[src/md5_digest_engine_unit_assert.svh]
// Assertion macros for the MD5 digest engine.
`ifndef MD5_DIGEST_ENGINE_UNIT_ASSERT_SVH
`define MD5_DIGEST_ENGINE_UNIT_ASSERT_SVH
`ifndef SYNTHESIS
`define MD5_ASSERT(lbl, clk, rst_n, prop, msg) \
  lbl: assert property (@(posedge clk) disable iff (!rst_n) (prop)) else $error(msg);
`define MD5_ASSERT_RST(lbl, clk, prop, msg) \
  lbl: assert property (@(posedge clk) (prop)) else $error(msg);
`else
`define MD5_ASSERT(lbl, clk, rst_n, prop, msg)
`define MD5_ASSERT_RST(lbl, clk, prop, msg)
`endif
`endif

[src/md5_pkg.sv]
// Package: MD5 constants, types and round helper functions.
`default_nettype none
package md5_pkg;
  localparam int unsigned QueueDepth = 2;
  typedef enum logic {REQ_ABSORB = 1'b0, REQ_FINISH = 1'b1} req_e;
  typedef struct packed {
    logic       req_type;
    logic [7:0] data_byte;
  } req_t;
  typedef struct packed {
    logic [31:0] digest_word;
    logic [1:0]  word_index;
    logic        last_word;
  } rsp_t;
  localparam logic [31:0] InitA = 32'h67452301;
  localparam logic [31:0] InitB = 32'hEFCDAB89;
  localparam logic [31:0] InitC = 32'h98BADCFE;
  localparam logic [31:0] InitD = 32'h10325476;
  localparam logic [7:0]  PadMark = 8'h80;
  localparam logic [5:0]  LenPos = 6'd56;

  function automatic logic [31:0] sine_k(input logic [5:0] i);
    logic [31:0] k;
    case (i)
      6'd0: k = 32'hD76AA478;  6'd1: k = 32'hE8C7B756;  6'd2: k = 32'h242070DB;
      6'd3: k = 32'hC1BDCEEE;  6'd4: k = 32'hF57C0FAF;  6'd5: k = 32'h4787C62A;
      6'd6: k = 32'hA8304613;  6'd7: k = 32'hFD469501;  6'd8: k = 32'h698098D8;
      6'd9: k = 32'h8B44F7AF;  6'd10: k = 32'hFFFF5BB1; 6'd11: k = 32'h895CD7BE;
      6'd12: k = 32'h6B901122; 6'd13: k = 32'hFD987193; 6'd14: k = 32'hA679438E;
      6'd15: k = 32'h49B40821; 6'd16: k = 32'hF61E2562; 6'd17: k = 32'hC040B340;
      6'd18: k = 32'h265E5A51; 6'd19: k = 32'hE9B6C7AA; 6'd20: k = 32'hD62F105D;
      6'd21: k = 32'h02441453; 6'd22: k = 32'hD8A1E681; 6'd23: k = 32'hE7D3FBC8;
      6'd24: k = 32'h21E1CDE6; 6'd25: k = 32'hC33707D6; 6'd26: k = 32'hF4D50D87;
      6'd27: k = 32'h455A14ED; 6'd28: k = 32'hA9E3E905; 6'd29: k = 32'hFCEFA3F8;
      6'd30: k = 32'h676F02D9; 6'd31: k = 32'h8D2A4C8A; 6'd32: k = 32'hFFFA3942;
      6'd33: k = 32'h8771F681; 6'd34: k = 32'h6D9D6122; 6'd35: k = 32'hFDE5380C;
      6'd36: k = 32'hA4BEEA44; 6'd37: k = 32'h4BDECFA9; 6'd38: k = 32'hF6BB4B60;
      6'd39: k = 32'hBEBFBC70; 6'd40: k = 32'h289B7EC6; 6'd41: k = 32'hEAA127FA;
      6'd42: k = 32'hD4EF3085; 6'd43: k = 32'h04881D05; 6'd44: k = 32'hD9D4D039;
      6'd45: k = 32'hE6DB99E5; 6'd46: k = 32'h1FA27CF8; 6'd47: k = 32'hC4AC5665;
      6'd48: k = 32'hF4292244; 6'd49: k = 32'h432AFF97; 6'd50: k = 32'hAB9423A7;
      6'd51: k = 32'hFC93A039; 6'd52: k = 32'h655B59C3; 6'd53: k = 32'h8F0CCC92;
      6'd54: k = 32'hFFEFF47D; 6'd55: k = 32'h85845DD1; 6'd56: k = 32'h6FA87E4F;
      6'd57: k = 32'hFE2CE6E0; 6'd58: k = 32'hA3014314; 6'd59: k = 32'h4E0811A1;
      6'd60: k = 32'hF7537E82; 6'd61: k = 32'hBD3AF235; 6'd62: k = 32'h2AD7D2BB;
      default: k = 32'hEB86D391;
    endcase
    return k;
  endfunction

  function automatic logic [4:0] rot_amt(input logic [5:0] i);
    logic [4:0] r;
    case ({i[5:4], i[1:0]})
      4'd0: r = 5'd7;   4'd1: r = 5'd12;  4'd2: r = 5'd17;  4'd3: r = 5'd22;
      4'd4: r = 5'd5;   4'd5: r = 5'd9;   4'd6: r = 5'd14;  4'd7: r = 5'd20;
      4'd8: r = 5'd4;   4'd9: r = 5'd11;  4'd10: r = 5'd16; 4'd11: r = 5'd23;
      4'd12: r = 5'd6;  4'd13: r = 5'd10; 4'd14: r = 5'd15; default: r = 5'd21;
    endcase
    return r;
  endfunction

  function automatic logic [3:0] msg_sel(input logic [5:0] i);
    logic [3:0] g;
    case (i[5:4])
      2'd0: g = i[3:0];
      2'd1: g = 4'(5 * i[3:0] + 1);
      2'd2: g = 4'(3 * i[3:0] + 5);
      default: g = 4'(7 * i[3:0]);
    endcase
    return g;
  endfunction
endpackage
`default_nettype wire

[src/md5_req_fifo.sv]
// Short request queue between the intake and the compression core.
`default_nettype none
module md5_req_fifo (
  input  wire logic         clk_i,
  input  wire logic         rst_ni,
  input  wire logic         push_i,
  input  wire md5_pkg::req_t push_data_i,
  output logic              full_o,
  input  wire logic         pop_i,
  output md5_pkg::req_t     pop_data_o,
  output logic              empty_o
);
  md5_pkg::req_t mem_q [md5_pkg::QueueDepth];
  logic [0:0] wr_ptr_q, rd_ptr_q;
  logic [1:0] cnt_q;

  assign full_o     = (cnt_q == 2'(md5_pkg::QueueDepth));
  assign empty_o    = (cnt_q == 2'd0);
  assign pop_data_o = mem_q[rd_ptr_q];

  always_ff @(posedge clk_i) begin
    if (push_i && !full_o) begin
      mem_q[wr_ptr_q] <= push_data_i;
    end
  end

  always_ff @(posedge clk_i or negedge rst_ni) begin
    if (!rst_ni) begin
      wr_ptr_q <= '0;
      rd_ptr_q <= '0;
      cnt_q    <= '0;
    end else begin
      if (push_i && !full_o) wr_ptr_q <= wr_ptr_q + 1'b1;
      if (pop_i && !empty_o) rd_ptr_q <= rd_ptr_q + 1'b1;
      cnt_q <= cnt_q + 2'(push_i && !full_o) - 2'(pop_i && !empty_o);
    end
  end
endmodule
`default_nettype wire

[config.mk]
export PLATFORM = sky130hd
export DESIGN_NAME = md5_req_fifo
export DESIGN_NICKNAME = d
export VERILOG_FILES = /design/src/md5_digest_engine_unit_assert.svh /design/src/md5_pkg.sv /design/src/md5_req_fifo.sv
export SDC_FILE = /design/constraint.sdc
export NUM_CORES = 1
export LEC_CHECK = 0
export CORE_UTILIZATION = 27
export CTS_CLUSTER_SIZE = 8
export DETAILED_ROUTE_END_ITERATION = 16
export DONT_BUFFER_PORTS = 1
export GPL_TIMING_DRIVEN = 0
export PLACE_DENSITY = 0.39
export RECOVER_POWER = 25
export REMOVE_ABC_BUFFERS = 1
export SYNTH_ARGS = -nofsm -noshare
export SYNTH_HDL_FRONTEND = slang
export SYNTH_SLANG_ARGS = --single-unit
[constraint.sdc]
create_clock -name clk_i -period 5.15 [get_ports clk_i]
set_clock_uncertainty 0.2 [all_clocks]
set_input_delay 0.2575 -clock clk_i [delete_from_list [all_inputs] [get_ports clk_i]]
set_output_delay 0.2575 -clock clk_i [all_outputs]
set_load 0.005 [all_outputs]
Yosys cells after proc, flatten, opt, wreduce, memory -nomap -nowiden
Memory sizes are Yosys's and may differ from the RTL's.
Cells that the tools add are included.
Operators by class
  reduce and logical (&&, ||, !) cells: 5
  mux-type cells: 2
  $add $sub $neg: 4
  equality and inequality tests: 1
Operators by type and width (number)
  $add 1x1->1 const B: 2
  $add 2x1->2: 1
  $eq 2x2->1 const B: 1
  $logic_and 1x1->1: 2
  $logic_not 1->1: 2
  $logic_not 2->1: 1
  $mux 1: 2
  $sub 2x1->2: 1
Word-level totals
  flip-flop bits (word level): 4
  logic and storage cells: 16
  RAM bits: 18
  memories: 1
  input bits: 13
  output and inout bits: 11
Memory list
  mem_q: words 2, bits a word 9, rd ports 1, clocked after Yosys merged registers in 0, write ports 1, line md5_req_fifo.sv:13  | md5_pkg::req_t mem_q [md5_pkg::QueueDepth];

Longest topological paths before layout
  depth in word-level cells: 5
  gate-level depth with buffers: 7
  depth with buffers taken out: 7

Worst setup path before layout
Ideal clock, no wire load.
  kind: register to register
  from: register cnt_q[1]
  to: register cnt_q[1]
  arrival time: 1.356 ns
  stages on the path, launching flop included: 8
  setup slack: 3.472 ns
  buffers on the path: 0
  library setup time: 0.123 ns
  period minus slack after synthesis: 1.678 ns
  path through: dfrtp_1 nor2_1 nor2b_2 ha_1 inv_1 ha_1 xnor2_1 xnor2_1
On the way
  elaborated cells on any way between the ends: 8
RTL lines
  from (decl): line md5_req_fifo.sv:15  | logic [1:0] cnt_q;
  from (signal assigned): line md5_req_fifo.sv:35  | cnt_q <= cnt_q + 2'(push_i && !full_o) - 2'(pop_i && !empty_o);
  $logic_not 2->1: line md5_req_fifo.sv:18  | assign empty_o = (cnt_q == 2'd0);
  named net empty_o: line md5_req_fifo.sv:11  | output logic empty_o
  $logic_not 1->1: line md5_req_fifo.sv:35
  $logic_and 1x1->1: line md5_req_fifo.sv:35
  $sub 2x1->2: line md5_req_fifo.sv:35
The timed path passes the listed nets, and every way through them passes these cells.
A chain may end at the register's enable or synchronous reset.

Final worst setup path
  from: register cnt_q[0]
  to: memory mem_q[0][7] in the netlist's numbering (enable)
On the way
  word-level cells in the longest chain between the ends: 5
Ends and longest elaborated chain
  $eq 2x2->1: line md5_req_fifo.sv:17  | assign full_o = (cnt_q == 2'(md5_pkg::QueueDepth));
  $logic_not 1->1: line md5_req_fifo.sv:22  | if (push_i && !full_o) begin
  $logic_and 1x1->1: line md5_req_fifo.sv:22
  $mux 1: line md5_req_fifo.sv:22
  $mux 1 (implied by the code): line md5_req_fifo.sv:23  | mem_q[wr_ptr_q] <= push_data_i;
  to (decl): line md5_req_fifo.sv:13
No other way between the ends.

==> run metrics <==
status finished, final reports clean; via count 408; pin count of the biggest net entering global routing 13; kind of cell adding the most delay to the critical path simple AND/OR/NAND/NOR gates; Post-synth EDFFs 18; max-slew violation count 0; LEAKAGE 0.368 nW; main flop type after synthesis edfxtp_1; Iter 0 DRT Violations 13; Die X 58.1 microns; Slew headroom 47.6%; number of antenna-violating nets in the routed design 0; Seq/Total Area, Yosys 75.4%; Yosys top cell by area edfxtp_1; Cell variety after synth 13; achievable frequency 0.537 GHz; TritonRoute pass-1 iters 4; post-synthesis cell area 850 sq um; Non-Filler Instances 102; Area contributors post-synth edfxtp_1 (64%), mux2_2 (12%), dfrtp_1 (12%); post-synth top area share 63.6%; # DRC 0; setup violators final 0; Initial Utilization 29.5%; Chip Height 58.1 microns; first-pass GRT wire length 2190 microns; Yosys warning total 0; Row Count 19; CP Launch Type register; Worst Max-Slew Pin Slew 0.783 ns; HPWL after detailed placement 992 microns; routability cong. 0.710; Worst EP arrival 1.60 ns; cells after synthesis 46; Fin Setup TNS 0 ns; Fin. Hold Viols 0; most frequent cells after synthesis edfxtp_1 (18), mux2_2 (9), dfrtp_1 (4), xnor2_1 (3); CP bufs+invs 0; Worst-Skew Late Latency 0.29 ns; vias in the first global route 463; P&R area growth vs syn 21.4%; crit-path cells nand2b_1 -> nand2_1 -> nor2_1; post-CTS sizing 0; grt ovf 0; placed cell count 87; ys async rst share 18.2%; GRT Util Overall 9.06%; Clock Path Buffers 2; die area 3380 sq um; post-CTS setup buffers 0; pwr/cell area 481 nW/um^2; CTS clock-pin slew for the worst setup and hold paths 0.11 ns; Vias/cell 4.00; port bufs 0; CP endpoint kind register; VDD IR max 220 uV; period utilization 36.2%; final net count 76; Max stage delay on crit path 0.61 ns; fillers 283; TritonCTS Buffers 3; Slowest-stage cell, CP nor2_1; CTS tree done; RSZ-0062 raised after global routing no; #FFs+latches synth 22; post-DR wirelength/cell 13.3 microns; share of layout cells above drive strength 1 21.7%; WS Path Type register to register; H-tree depth 1; I/O pins 24; Critical Path RT 4.89 ns; CTS root buffer clkbuf_4; Synth Area per Inst 18.5 sq um; maxcap violations 0; initial antenna violation count 0; area of the core 2880 sq um; Ant. Diodes 0; Crit Path Max Fanout 9; WL final 1350 microns; number of hold buffers added after CTS 11; hold crit path type primary input to async pin; Sink Count 22; clock period minus worst slack 1.86 ns; Layout Utilization 35.8%; top-count cell post-synth edfxtp_1
## power by group
group / switching, W / internal (W) / leakage [nW]
combinational: 0.0000687 / 0.0000696 / 0.139
sequential: 0.0000321 / 0.000248 / 0.214
clock: 0.0000475 / 0.0000301 / 0.0150
total: 0.000148 / 0.000348 / 0.368
## layout make-up
type / count / area [sq um] / share of cell area (%)
Tap cell: 42 / 52.6 / 5.10
Multi-Input combinational cell: 21 / 194 / 18.8
Inverter: 2 / 7.51 / 0.728
Sequential cell: 22 / 641 / 62.1
Clock buffer: 4 / 26.3 / 2.55
Timing Repair Buffer: 11 / 110 / 10.7
## state kept, by name (all words and copies together) (netlist names)
signal	flops
mem_q	18
rd_ptr_q	1
cnt_q	2
wr_ptr_q	1
## stage by stage
| step | hold WS [ns] | power [W] | setup WS [ns] | cell area, sq um |
|---|---|---|---|---|
| floorplan | -0.238 | 0.000383 | 3.47 | 842 |
| global placement | -0.238 | 0.000406 | 3.38 | 895 |
| detailed placement | -0.238 | 0.000420 | 3.25 | 895 |
| CTS | 0.00685 | 0.000506 | 3.23 | 1030 |
| global route | 0.00399 | 0.000533 | 3.10 | 1030 |
| finish | 0.0173 | 0.000496 | 3.29 | 1030 |
## path summary, 6_finish.rpt
path                                 startpoint                    end  slack [ns]  cells after the start
max in group asynchronous                rst_ni     cnt_q[1]$_DFF_PN0_        4.55                      1
hold / removal                           rst_ni   rd_ptr_q$_DFFE_PN0P_        0.02                      1
setup / recovery             cnt_q[0]$_DFF_PN0_  mem_q[0][7]$_DFFE_PP_        3.29                      3
min in group clk_i                        pop_i   rd_ptr_q$_DFFE_PN0P_        0.02                      2
setup reg to reg             cnt_q[0]$_DFF_PN0_  mem_q[0][7]$_DFFE_PP_        3.29                      3
hold reg to reg            wr_ptr_q$_DFFE_PN0P_   wr_ptr_q$_DFFE_PN0P_        0.31                      1
## cell families (layout without fill, tap and decap cells)
group	Yosys count	after routing	synth area share (%)
fa+ha+maj	2	2	2.95
mux	9	9	11.9
simple gates	6	6	3.83
flops	22	22	75.4
buf+inv	3	17	1.77
xor+xnor	4	4	4.12
## layout by cell type (no fill, tap or decap)
cell type	instances
mux2_2	9
nand2_1	1
and3_1	1
edfxtp_1	18
nor2b_2	1
inv_1	2
clkbuf_4	3
dlygate4sd3_1	11
nor2_1	2
nand2b_1	1
xor2_1	1
clkbuf_1	1
xnor2_1	3
dfrtp_1	4
ha_1	2
## per-layer routing
| metal | up-vias | part of all wire, % | global-route usage [%] |
|---|---|---|---|
| li1 | 194 | - | - |
| met1 | 200 | 36 | 9.08 |
| met2 | 14 | 57 | 15.6 |
| met3 | 0 | 7.2 | 3.57 |
| met4 | 0 | 0 | 5.78 |
| met5 | - | 0 | 0 |
No activity file was read; power rests on OpenSTA's default activity.
